`src/rtl/kts_pkg.sv`:
```
// Shared types and constants for the keyframe track sampler.
package kts_pkg;

  // Field widths fixed by the item format.
  localparam int FrameW = 16;
  localparam int ValueW = 16;
  localparam int IndexW = 6;
  localparam int CountW = 7;
  localparam int MagW   = ValueW + 1;
  localparam int ProdW  = FrameW + MagW;

  // The divider needs one step per quotient bit.
  localparam int DivSteps = MagW;
  localparam int DivCntW  = $clog2(DivSteps + 1);

  // Configuration register indexes.
  typedef enum logic {
    CFG_KEY_COUNT = 1'b0,
    CFG_INTERP_EN = 1'b1
  } cfg_idx_e;

  // Item operation codes.
  typedef enum logic {
    OP_WRITE  = 1'b0,
    OP_SAMPLE = 1'b1
  } op_e;

  // Request into the multiply-divide unit.
  typedef struct packed {
    logic              start;
    logic [FrameW-1:0] num;
    logic [FrameW-1:0] den;
    logic [MagW-1:0]   mag;
  } kts_div_req_t;

  // Response from the multiply-divide unit.
  typedef struct packed {
    logic            done;
    logic [MagW-1:0] quot;
  } kts_div_rsp_t;

endpackage

```
`src/rtl/kts_ram.sv`:
```
// Generic single-write, single-read RAM with registered read data.
module kts_ram #(
  parameter int Width = 32,
  parameter int Depth = 64,
  parameter int AddrW = (Depth > 1) ? $clog2(Depth) : 1
) (
  input  logic             clk_i,
  input  logic             we_i,
  input  logic [AddrW-1:0] waddr_i,
  input  logic [Width-1:0] wdata_i,
  input  logic [AddrW-1:0] raddr_i,
  output logic [Width-1:0] rdata_o
);

  logic [Width-1:0] mem_q [Depth];

  // Write port.
  always_ff @(posedge clk_i) begin
    if (we_i) begin
      mem_q[waddr_i] <= wdata_i;
    end
  end

  // Registered read port.
  always_ff @(posedge clk_i) begin
    rdata_o <= mem_q[raddr_i];
  end

endmodule

```
`src/rtl/kts_div.sv`:
```
// Multiply then restoring divide unit: trunc(num * mag / den), num < den.
module kts_div (
  input  logic                  clk_i,
  input  logic                  rst_ni,
  input  kts_pkg::kts_div_req_t req_i,
  output kts_pkg::kts_div_rsp_t rsp_o
);

  import kts_pkg::*;

  typedef enum logic [2:0] {
    DS_IDLE = 3'b001,
    DS_MUL  = 3'b010,
    DS_STEP = 3'b100
  } div_state_e;

  div_state_e         state_q, state_d;
  logic [DivCntW-1:0] cnt_q, cnt_d;
  logic               done_q, done_d;
  logic [FrameW-1:0]  num_q, den_q, rem_q, rem_d;
  logic [MagW-1:0]    mag_q, quot_q, quot_d;
  logic [ProdW-1:0]   prod;
  logic [MagW-1:0]    partial;
  logic [MagW-1:0]    diff;
  logic               ge;

  // The product is below den * 2**MagW, so its top bits start the remainder below den.
  assign prod    = ProdW'(num_q) * ProdW'(mag_q);
  assign partial = {rem_q, quot_q[MagW-1]};
  assign ge      = partial >= {1'b0, den_q};
  assign diff    = partial - {1'b0, den_q};

  // Sequencer: a multiply step, then one quotient bit per cycle.
  always_comb begin
    state_d = state_q;
    cnt_d   = cnt_q;
    done_d  = 1'b0;
    rem_d   = rem_q;
    quot_d  = quot_q;
    unique case (state_q)
      DS_IDLE: begin
        if (req_i.start) begin
          state_d = DS_MUL;
        end
      end
      DS_MUL: begin
        rem_d   = prod[ProdW-1:MagW];
        quot_d  = prod[MagW-1:0];
        cnt_d   = DivCntW'(DivSteps);
        state_d = DS_STEP;
      end
      DS_STEP: begin
        rem_d  = ge ? diff[FrameW-1:0] : partial[FrameW-1:0];
        quot_d = {quot_q[MagW-2:0], ge};
        cnt_d  = cnt_q - DivCntW'(1);
        if (cnt_q == DivCntW'(1)) begin
          done_d  = 1'b1;
          state_d = DS_IDLE;
        end
      end
      default: state_d = DS_IDLE;
    endcase
  end

  always_ff @(posedge clk_i or negedge rst_ni) begin
    if (!rst_ni) begin
      state_q <= DS_IDLE;
      cnt_q   <= '0;
      done_q  <= 1'b0;
    end else begin
      state_q <= state_d;
      cnt_q   <= cnt_d;
      done_q  <= done_d;
    end
  end

  // Operand and datapath registers.
  always_ff @(posedge clk_i) begin
    if (state_q == DS_IDLE && req_i.start) begin
      num_q <= req_i.num;
      den_q <= req_i.den;
      mag_q <= req_i.mag;
    end
    rem_q  <= rem_d;
    quot_q <= quot_d;
  end

  assign rsp_o.done = done_q;
  assign rsp_o.quot = quot_q;

endmodule

```
`src/rtl/keyframe_track_sampler.sv`:
```
// Keyframe track sampler: keyframe table, sequential search and linear blend.
// A write item gives no result; busy stays low.
// A sample gives its result in the cycle after acceptance on an empty table, else after
// a search of up to min(key_count, MAX_KEYS) slots, plus a blend in the divider if needed.
// busy falls as the result shows, so the next item can start then; results never stall.
// Reset clears control state and the registers (key_count 0, interp_enable 1).
module keyframe_track_sampler #(
  parameter int MAX_KEYS = 64
) (
  input  logic                                clk_i,
  input  logic                                rst_ni,
  input  logic                                start,
  output logic                                busy,
  input  logic                                op_i,
  input  logic [kts_pkg::IndexW-1:0]          entry_index_i,
  input  logic [kts_pkg::FrameW-1:0]          entry_frame_i,
  input  logic signed [kts_pkg::ValueW-1:0]   entry_value_i,
  input  logic [kts_pkg::FrameW-1:0]          query_frame_i,
  output logic signed [kts_pkg::ValueW-1:0]   sample_value_o,
  output logic                                valid_res_o,
  output logic                                done_o,
  input  logic                                cfg_valid_i,
  output logic                                cfg_ready_o,
  input  logic                                cfg_index_i,
  input  logic [kts_pkg::CountW-1:0]          cfg_data_i
);

  import kts_pkg::*;

  localparam int AddrW = (MAX_KEYS > 1) ? $clog2(MAX_KEYS) : 1;
  localparam int NumW  = ($clog2(MAX_KEYS + 1) > CountW) ? $clog2(MAX_KEYS + 1) : CountW;
  localparam int EntW  = FrameW + ValueW;

  typedef enum logic [2:0] {
    ST_IDLE = 3'b001,
    ST_SCAN = 3'b010,
    ST_DIV  = 3'b100
  } state_e;

  state_e             state_q, state_d;
  logic [CountW-1:0]  key_count_q;
  logic               interp_q;
  logic [NumW-1:0]    n_q, n_d, idx_q, idx_d, count_ext;
  logic               found_q, found_d;
  logic               neg_q, neg_d;
  logic [FrameW-1:0]  q_q, q_d, f0_q, f0_d;
  logic [ValueW-1:0]  v0_q, v0_d;
  logic               out_set;
  logic [ValueW-1:0]  out_value;
  logic               out_valid;
  logic               accept;
  logic               we;
  logic [AddrW-1:0]   raddr;
  logic [EntW-1:0]    wdata, rdata;
  logic [FrameW-1:0]  rd_frame;
  logic [ValueW-1:0]  rd_value;
  logic               frame_le;
  logic [MagW-1:0]    dv;
  logic [MagW-1:0]    blend;
  logic               done_q;
  logic [ValueW-1:0]  value_q;
  logic               valid_q;
  logic               div_start;
  kts_div_req_t       div_req;
  kts_div_rsp_t       div_rsp;

  assign accept    = start && !busy;
  assign busy      = (state_q != ST_IDLE);
  assign count_ext = NumW'(key_count_q);

  // Configuration registers; writes are always taken.
  assign cfg_ready_o = 1'b1;
  always_ff @(posedge clk_i or negedge rst_ni) begin
    if (!rst_ni) begin
      key_count_q <= '0;
      interp_q    <= 1'b1;
    end else if (cfg_valid_i) begin
      unique case (cfg_idx_e'(cfg_index_i))
        CFG_KEY_COUNT: key_count_q <= cfg_data_i;
        CFG_INTERP_EN: interp_q    <= cfg_data_i[0];
        default: ;
      endcase
    end
  end

  // Keyframe table; slots past the table depth are dropped.
  assign we    = accept && (op_e'(op_i) == OP_WRITE)
                 && (NumW'(entry_index_i) < NumW'(MAX_KEYS));
  assign wdata = {entry_frame_i, entry_value_i};
  assign raddr = (state_q == ST_SCAN && idx_q < n_q) ? AddrW'(idx_q) : '0;

  kts_ram #(
    .Width(EntW),
    .Depth(MAX_KEYS),
    .AddrW(AddrW)
  ) u_table (
    .clk_i  (clk_i),
    .we_i   (we),
    .waddr_i(AddrW'(entry_index_i)),
    .wdata_i(wdata),
    .raddr_i(raddr),
    .rdata_o(rdata)
  );

  assign rd_frame = rdata[EntW-1:ValueW];
  assign rd_value = rdata[ValueW-1:0];
  assign frame_le = rd_frame <= q_q;

  // Distance to the following keyframe and its magnitude for the divider.
  assign dv            = {rd_value[ValueW-1], rd_value} - {v0_q[ValueW-1], v0_q};
  assign div_req.start = div_start;
  assign div_req.num   = q_q - f0_q;
  assign div_req.den   = rd_frame - f0_q;
  assign div_req.mag   = dv[MagW-1] ? (MagW'(0) - dv) : dv;

  kts_div u_div (
    .clk_i (clk_i),
    .rst_ni(rst_ni),
    .req_i (div_req),
    .rsp_o (div_rsp)
  );

  // The blend stays between the two keyframe values, so its low bits are exact.
  assign blend = neg_q ? ({v0_q[ValueW-1], v0_q} - div_rsp.quot)
                       : ({v0_q[ValueW-1], v0_q} + div_rsp.quot);

  // Sequencer: search the table one slot per cycle, then blend if needed.
  always_comb begin
    state_d   = state_q;
    n_d       = n_q;
    idx_d     = idx_q;
    found_d   = found_q;
    neg_d     = neg_q;
    q_d       = q_q;
    f0_d      = f0_q;
    v0_d      = v0_q;
    out_set   = 1'b0;
    out_value = '0;
    out_valid = 1'b1;
    div_start = 1'b0;
    unique case (state_q)
      ST_IDLE: begin
        if (accept && op_e'(op_i) == OP_SAMPLE) begin
          if (key_count_q == '0) begin
            out_set   = 1'b1;
            out_valid = 1'b0;
          end else begin
            // Slot 0 is read at acceptance, so its data is there on the first search cycle.
            n_d     = (count_ext > NumW'(MAX_KEYS)) ? NumW'(MAX_KEYS) : count_ext;
            idx_d   = NumW'(1);
            found_d = 1'b0;
            q_d     = query_frame_i;
            state_d = ST_SCAN;
          end
        end
      end
      ST_SCAN: begin
        if (frame_le) begin
          found_d = 1'b1;
          f0_d    = rd_frame;
          v0_d    = rd_value;
          if (idx_q < n_q) begin
            idx_d = idx_q + NumW'(1);
          end else begin
            // Past the last keyframe in use.
            out_set   = 1'b1;
            out_value = rd_value;
            state_d   = ST_IDLE;
          end
        end else if (!found_q) begin
          // Query before the first keyframe.
          out_set   = 1'b1;
          out_value = rd_value;
          state_d   = ST_IDLE;
        end else if (interp_q && f0_q != q_q) begin
          neg_d     = dv[MagW-1];
          div_start = 1'b1;
          state_d   = ST_DIV;
        end else begin
          out_set   = 1'b1;
          out_value = v0_q;
          state_d   = ST_IDLE;
        end
      end
      ST_DIV: begin
        if (div_rsp.done) begin
          out_set   = 1'b1;
          out_value = blend[ValueW-1:0];
          state_d   = ST_IDLE;
        end
      end
      default: state_d = ST_IDLE;
    endcase
  end

  always_ff @(posedge clk_i or negedge rst_ni) begin
    if (!rst_ni) begin
      state_q <= ST_IDLE;
      n_q     <= '0;
      idx_q   <= '0;
      found_q <= 1'b0;
      done_q  <= 1'b0;
    end else begin
      state_q <= state_d;
      n_q     <= n_d;
      idx_q   <= idx_d;
      found_q <= found_d;
      done_q  <= out_set;
    end
  end

  // Search and result payload registers.
  always_ff @(posedge clk_i) begin
    neg_q <= neg_d;
    q_q   <= q_d;
    f0_q  <= f0_d;
    v0_q  <= v0_d;
    if (out_set) begin
      value_q <= out_value;
      valid_q <= out_valid;
    end
  end

  assign done_o         = done_q;
  assign sample_value_o = value_q;
  assign valid_res_o    = valid_q;

endmodule

```
`config.mk`:
```
export PLATFORM = sky130hd
export DESIGN_NAME = keyframe_track_sampler
export DESIGN_NICKNAME = d
export VERILOG_FILES = /design/src/rtl/kts_pkg.sv /design/src/rtl/kts_ram.sv /design/src/rtl/kts_div.sv /design/src/rtl/keyframe_track_sampler.sv
export SDC_FILE = /design/constraint.sdc
export NUM_CORES = 2
export LEC_CHECK = 0
export ABC_AREA = 1
export BUFFER_PORTS_ARGS = -buffer_cell sky130_fd_sc_hd__buf_2
export CELL_PAD_IN_SITES_DETAIL_PLACEMENT = 1
export CELL_PAD_IN_SITES_GLOBAL_PLACEMENT = 2
export CORE_AREA = 2 2 422 591
export DETAILED_ROUTE_END_ITERATION = 8
export DIE_AREA = 0 0 424 593
export GPL_TIMING_DRIVEN = 0
export PLACE_DENSITY_LB_ADDON = 0.1
export SKIP_CTS_REPAIR_TIMING = 1
export SYNTH_ARGS = -nofsm -noshare
export SYNTH_HDL_FRONTEND = slang
export SYNTH_SLANG_ARGS = --single-unit
```
`constraint.sdc`:
```
create_clock -name clk_i -period 12.9 [get_ports clk_i]
set_input_delay 2.58 -clock clk_i [delete_from_list [all_inputs] [get_ports clk_i]]
set_output_delay 2.58 -clock clk_i [all_outputs]
set_load 0.02 [all_outputs]
```
# Word-level counts from Yosys, hierarchy flattened
# Memory sizes are Yosys's and may differ from the RTL's. A register that Yosys moved wholly into a read port is not among the register bits.
# Cells that the tools add are included.
classes:
  addsub: 9
  n_mul: 1
  n_div: 0
  magnitude_cmp: 4
  n_eq_ne: 17
  n_shift: 0
  muxes: 51
  n_bitwise: 4
  n_reduce_logical: 20
ops:
  columns: ["operator", "count"]
  rows:
  - ["$mux 16", 8]
  - ["$pmux 16 s2", 2]
  - ["$sub 16x16->16", 4]
  - ["$mux 7", 5]
  - ["$pmux 17 s2", 1]
  - ["$mul 16x17->33", 1]
  - ["$mux 3", 9]
  - ["$mux 1", 19]
  - ["$pmux 3 s3", 2]
  - ["$ge 17x16->1", 1]
  - ["$sub 1x17->17 const A", 1]
  - ["$sub 16x16->17", 1]
  - ["$add 16x16->16", 1]
  - ["$le 16x16->1", 1]
  - ["$ne 16x16->1", 1]
  - ["$pmux 7 s2", 1]
  - ["$reduce_and 4->1", 3]
  - ["$pmux 5 s2", 1]
  - ["$reduce_and 2->1", 5]
  - ["$ne 2x2->1 const B", 4]
  - ["$add 7x1->7 const B", 1]
  - ["$gt 7x7->1 const B", 1]
  - ["$logic_not 7->1", 1]
  - ["$lt 7x7->1", 1]
  - ["other kinds (17)", 31]
totals:
  reg_bits: 184
  latchBits: 0
  ram_bits: 2048
  rom_bits: 0
  in_bits: 67
  output_inout_bits: 20
  elab_cells: 129
  memories: 1
memory_table:
  columns: ["name", "depth", "width", "rd", "rd_ports_with_merged_regs", "write_ports", "line_no", "rtl"]
  rows:
  - ["u_table.mem_q", 64, 32, 1, 1, 1, "kts_ram.sv:15", "logic [Width-1:0] mem_q [Depth];"]

# Depth between registers and ports, before layout
depth:
  word_depth: 8
  depth_mapped: 28
  ltp_nobuf: 26

# By module
# From an unflattened synthesis, not the netlist that was laid out.
hier_totals:
  cells_unflattened: 9829
  hier_area_um2: 105732.7
by_module_without_submodules:
  columns: ["mod", "n_inst", "cells_each", "area_per_inst_um2", "seq_area_each_um2"]
  rows:
  - ["kts_ram", 1, 6769, 82738.1, 62139.6]
  - ["kts_div", 1, 1888, 14488.9, 2688.8]
  - ["keyframe_track_sampler", 1, 1172, 8505.7, 2660.1]

# Worst setup path after synthesis
# OpenSTA, ideal clock, no wires.
synth_timing:
  kind: "reg2reg"
  from: "register u_div.num_q[7]"
  to: "register u_div.rem_q[8] (data pin)"
  setup_ns: 0.259
  arrival_ns: 5.372
  required_ns: 12.641
  setup_slack_ns: 7.269
  stages_incl_launch_ff: 27
  n_path_buf: 2
  synth_period_minus_slack_ns: 5.631
  cell_sequence: "edfxtp_1 clkbuf_1 clkbuf_1 nand2_1 fa_1 inv_1 fa_1 inv_1 fa_1 inv_1 fa_1 fa_1 inv_1 fa_1 inv_1 ha_1 inv_1 o21bai_1 nand3_1 nand2_1 a21oi_1 nand2_1 nand2_1 nand2_1 or2_2 nand3_1 nand2_1"
synth_between:
  elab_chain_cells: 2
synth_lines:
  columns: ["item", "line_no", "rtl"]
  rows:
  - ["start: declaration", "kts_div.sv:20", "logic [FrameW-1:0] num_q, den_q, rem_q, rem_d;"]
  - ["start signal: assignment", "kts_div.sv:80", "num_q <= req_i.num;"]
  - ["$mul 16x17->33", "kts_div.sv:28", "assign prod = ProdW'(num_q) * ProdW'(mag_q);"]
  - ["$pmux 16 s2", "kts_div.sv:40", "unique case (state_q)"]
  - ["named net u_div.rem_d[8]", "kts_div.sv:20", null]
  - ["end signal: assignment", "kts_div.sv:84", "rem_q <= rem_d;"]
  - ["end: declaration", "kts_div.sv:20", null]
# The timed path passes the listed nets, and every way through them passes these cells.
# A chain may end at the register's enable or synchronous reset.

# Final worst setup path
layout_timing:
  from: "register u_div.mag_q[6]"
  to: "register u_div.rem_q[11] (data pin)"
layout_between:
  elab_chain_cells: 2
layout_lines:
  columns: ["item", "line_no", "rtl"]
  rows:
  - ["start: declaration", "kts_div.sv:21", "logic [MagW-1:0] mag_q, quot_q, quot_d;"]
  - ["start signal: assignment", "kts_div.sv:82", "mag_q <= req_i.mag;"]
  - ["$mul 16x17->33", "kts_div.sv:28", null]
  - ["$pmux 16 s2", "kts_div.sv:40", null]
  - ["named net u_div.rem_d[11]", "kts_div.sv:20", null]
# The timed path passes the listed nets, and every way through them passes these cells.

==> impl_metrics.json <==
{
  "status": "complete, but fails checks",
  "violations": "max-capacitance violations, max-slew violations",
  "synth-main-ff-cell": "edfxtp_1",
  "worst_ep_arrival_time_ps": 8380,
  "crit_type": "register to register",
  "start_util_pct": 45.7,
  "worstHoldStart": "u_table.rdata_o[16]",
  "drtPass1Iterations": 8,
  "synthCells": 11219,
  "period_share_pct": 60.1,
  "critPathRequiredTime_ps": 13530,
  "place.gp.congestion": 0.996,
  "power.leakage_uw": 0.0543,
  "r2r_end": "u_div.rem_q[11]",
  "drtIter0Drc": 8924,
  "finalMaxSlewViolations": 3,
  "vias": 88105,
  "htreeDepth": 4,
  "hold_path.class": "register to register",
  "port_buffers": 85,
  "grt_usage_pct": 38.4,
  "crit_fanout": 10,
  "wl_met1_mm": 166,
  "ys_ff_latch": 2264,
  "switching_share_pct": 30.4,
  "rrSetupSlack_ps": 5150,
  "via_per_inst": 5.83,
  "grt_antenna_before_repair": 60,
  "hold_viol_final": 0,
  "hold_path_depth": 0,
  "grt-ovfl-total": 0,
  "cts_made_buffers": 234,
  "yosysWarningCount": 0,
  "io_pins": 87,
  "grt_max_degree": 63,
  "whs_ps": 443,
  "dp_hpwl_mm": 365,
  "fin_worst_skew_ps": 70.0,
  "r2r-start": "u_div.mag_q[6]",
  "rsz0062_at_grt": "false",
  "placed_cell_area_sq_um": 120000,
  "reg2regPathDepth": 22,
  "p_int_uw": 12800,
  "worst-slew-pin-transition_ps": 1650,
  "dr_wl_met3_mm": 34.4,
  "p_comb_share_pct": 17.7,
  "max_slew_margin_pct": -11.5,
  "timing.setup.tns_ps": 0,
  "die_w_microns": 424,
  "syn-mean-instance-area_sq_um": 10.0,
  "max_cap_violations": 3,
  "rows": 216,
  "clock_sinks": 2264,
  "die_h_microns": 593,
  "wl_met2_mm": 239,
  "hold_path_end": "f0_q[0]",
  "clkTransAtPathRegs_ps": 60,
  "finalCriticalPeriod_ps": 7750,
  "end_kind": "register",
  "core_sq_um": 246000,
  "synth_edf_count": 2196,
  "cts_tree": "yes",
  "async_flop_share_pct": 1.59,
  "drcViolationCount": 0,
  "clk_latency_ps": 950,
  "layout.cells.non_filler": 15123,
  "routed_wl_mm": 489,
  "grt_pass1_wl_mm": 674,
  "grt_pass1_vias": 91077,
  "detail-route-antenna-nets": 0,
  "dp.cells": 14675,
  "fmax_ghz": 0.129,
  "switchingPower_uw": 5570,
  "seq_area_frac_synth_pct": 60.0,
  "setup_viol": 0,
  "fin_util_pct": 51.7,
  "ir_drop_mv": 0.162,
  "root_buffer": "clkbuf_16",
  "p_clk_share_pct": 37.4,
  "num-nets-final": 12130,
  "pwr-share-seq_pct": 44.9,
  "start_kind": "register",
  "wl_per_cell_microns": 32.3,
  "fin_area_sq_um": 127000,
  "p_per_area_nw_per_um2": 144,
  "dr.max_layer_used": "met5",
  "netlist_area_sq_um": 113000,
  "cts_buffer_depth": 4,
  "ys_types": 52,
  "area_growth_pct": 13.3,
  "dieArea_sq_um": 251000,
  "layout-drive-gt1-share_pct": 7.18,
  "synth.net_count": 11708
}
[worst max-delay path, cell delays in order, from the launching register on]
cell and delay, ps:
edfxtp_1 460, clkbuf_1 550, clkbuf_1 660, nand2_1 190
fa_1 590, inv_1 60, fa_1 600, fa_1 440
fa_1 460, fa_1 490, inv_1 50, fa_1 520
inv_1 60, ha_1 450, nand2_1 200, nor4_1 840
nand3_1 160, nand3_1 250, a21oi_1 150, nor2_1 110
nor2_1 50, nand2_1 80, nand2_1 70
[Yosys cell counts, types with 56 or more instances]
library cell | number | share of area [%]
inv_1 | 2290 | 7.6
nand2_1 | 2050 | 6.8
clkbuf_1 | 367 | 1.2
nand3_1 | 1793 | 8.0
ha_1 | 209 | 2.3
o21ai_0 | 284 | 1.3
o211ai_1 | 72 | 0.48
o21ai_1 | 105 | 0.47
nand4_1 | 728 | 4.0
a21oi_1 | 134 | 0.60
edfxtp_1 | 2196 | 59
buf_2 | 209 | 0.93
nor2_1 | 184 | 0.61
fa_1 | 213 | 3.8
xor2_1 | 56 | 0.44
buf_1 | 101 | 0.34
[metrics by stage]
step / power [uW] / setup slack [ps]
5_1_grt: 18800 / 5020
3_3_place_gp: 11500 / 3520
2_1_floorplan: 10100 / 7270
3_5_place_dp: 11600 / 5270
4_1_cts: 18300 / 5250
6_report: 18300 / 5150
[cell type report]
type,instances,area (sq um)
plain buffers,689,2930
fillers,27043,119000
inverters,2295,8620
well taps,3270,4090
clock inverters,140,1240
clock buffers,282,6220
diodes,26,65.1
flip-flops and latches,2264,67500
repair buffers,186,2790
multi-input cells,5971,34000
[cell families after synthesis]
| family | Yosys count | share of synthesized area [%] |
|---|---|---|
| XOR/XNOR | 85 | 0.662 |
| adder cells (fa/ha/maj) | 422 | 6.11 |
| buffers and inverters | 2984 | 10.3 |
| multiplexers | 4 | 0.0389 |
| other | 1 | 0.00333 |
| flip-flops | 2264 | 60.0 |
| AO/OA/AOI/OAI | 641 | 3.11 |
| AND/OR/NAND/NOR | 4818 | 19.8 |
[routing by layer]
metal | up-vias | GRT usage (%)
li1 | 38393 | -
met1 | 44598 | 41.8
met2 | 3757 | 65.7
met3 | 1319 | 6.50
met4 | 38 | 32.1
met5 | - | 0
[how the worst max path moves through the flow]
stage / slack (ps) / to / from / depth (start not counted)
5_1_grt: 5020 / u_div.rem_q[11] / u_div.num_q[1] / 22
4_1_cts: 5250 / u_div.rem_q[11] / u_div.num_q[1] / 22
6_report: 5150 / u_div.rem_q[11] / u_div.mag_q[6] / 22
3_5_place_dp: 5270 / u_div.rem_q[11] / u_div.num_q[1] / 22
3_3_place_gp: 3520 / u_table.mem_q[41][14] / op_i / 6
2_1_floorplan: 7270 / u_div.rem_q[8] / u_div.num_q[7] / 26
[layout by cell type, fill, tap and decap left out, types with 56 or more instances in the layout]
cell	synthesis	routed
inv_1	2290	2289
edfxtp_1	2196	2196
nand2_1	2050	2049
nand3_1	1793	1793
nand4_1	728	728
clkbuf_1	367	396
o21ai_0	284	284
buf_2	209	262
clkbuf_16	0	239
fa_1	213	213
ha_1	209	209
a21oi_1	134	134
nor2_1	184	118
o21ai_1	105	105
buf_1	101	101
o211ai_1	72	72
nor2_4	2	67
buf_12	0	63
xor2_1	56	56
[state kept, by name (all words and copies together), names as in the netlist, 17 cells and up]
register / flops
u_div.quot_q: 17
u_table.rdata_o: 32
u_div.mag_q: 17
u_table.mem_q: 2048
[power groups by stage]
| stage | combinational (uW) | sequential, uW | clock, uW |
|---|---|---|---|
| after CTS | 3190 | 8220 | 6870 |
| final | 3250 | 8220 | 6860 |
| after global placement | 3070 | 8390 | 0 |
| after detailed placement | 3180 | 8380 | 0 |
| after floorplan | 1720 | 8360 | 0 |
| after global routing | 3450 | 8220 | 7110 |
(Power assumes the default switching activity.)
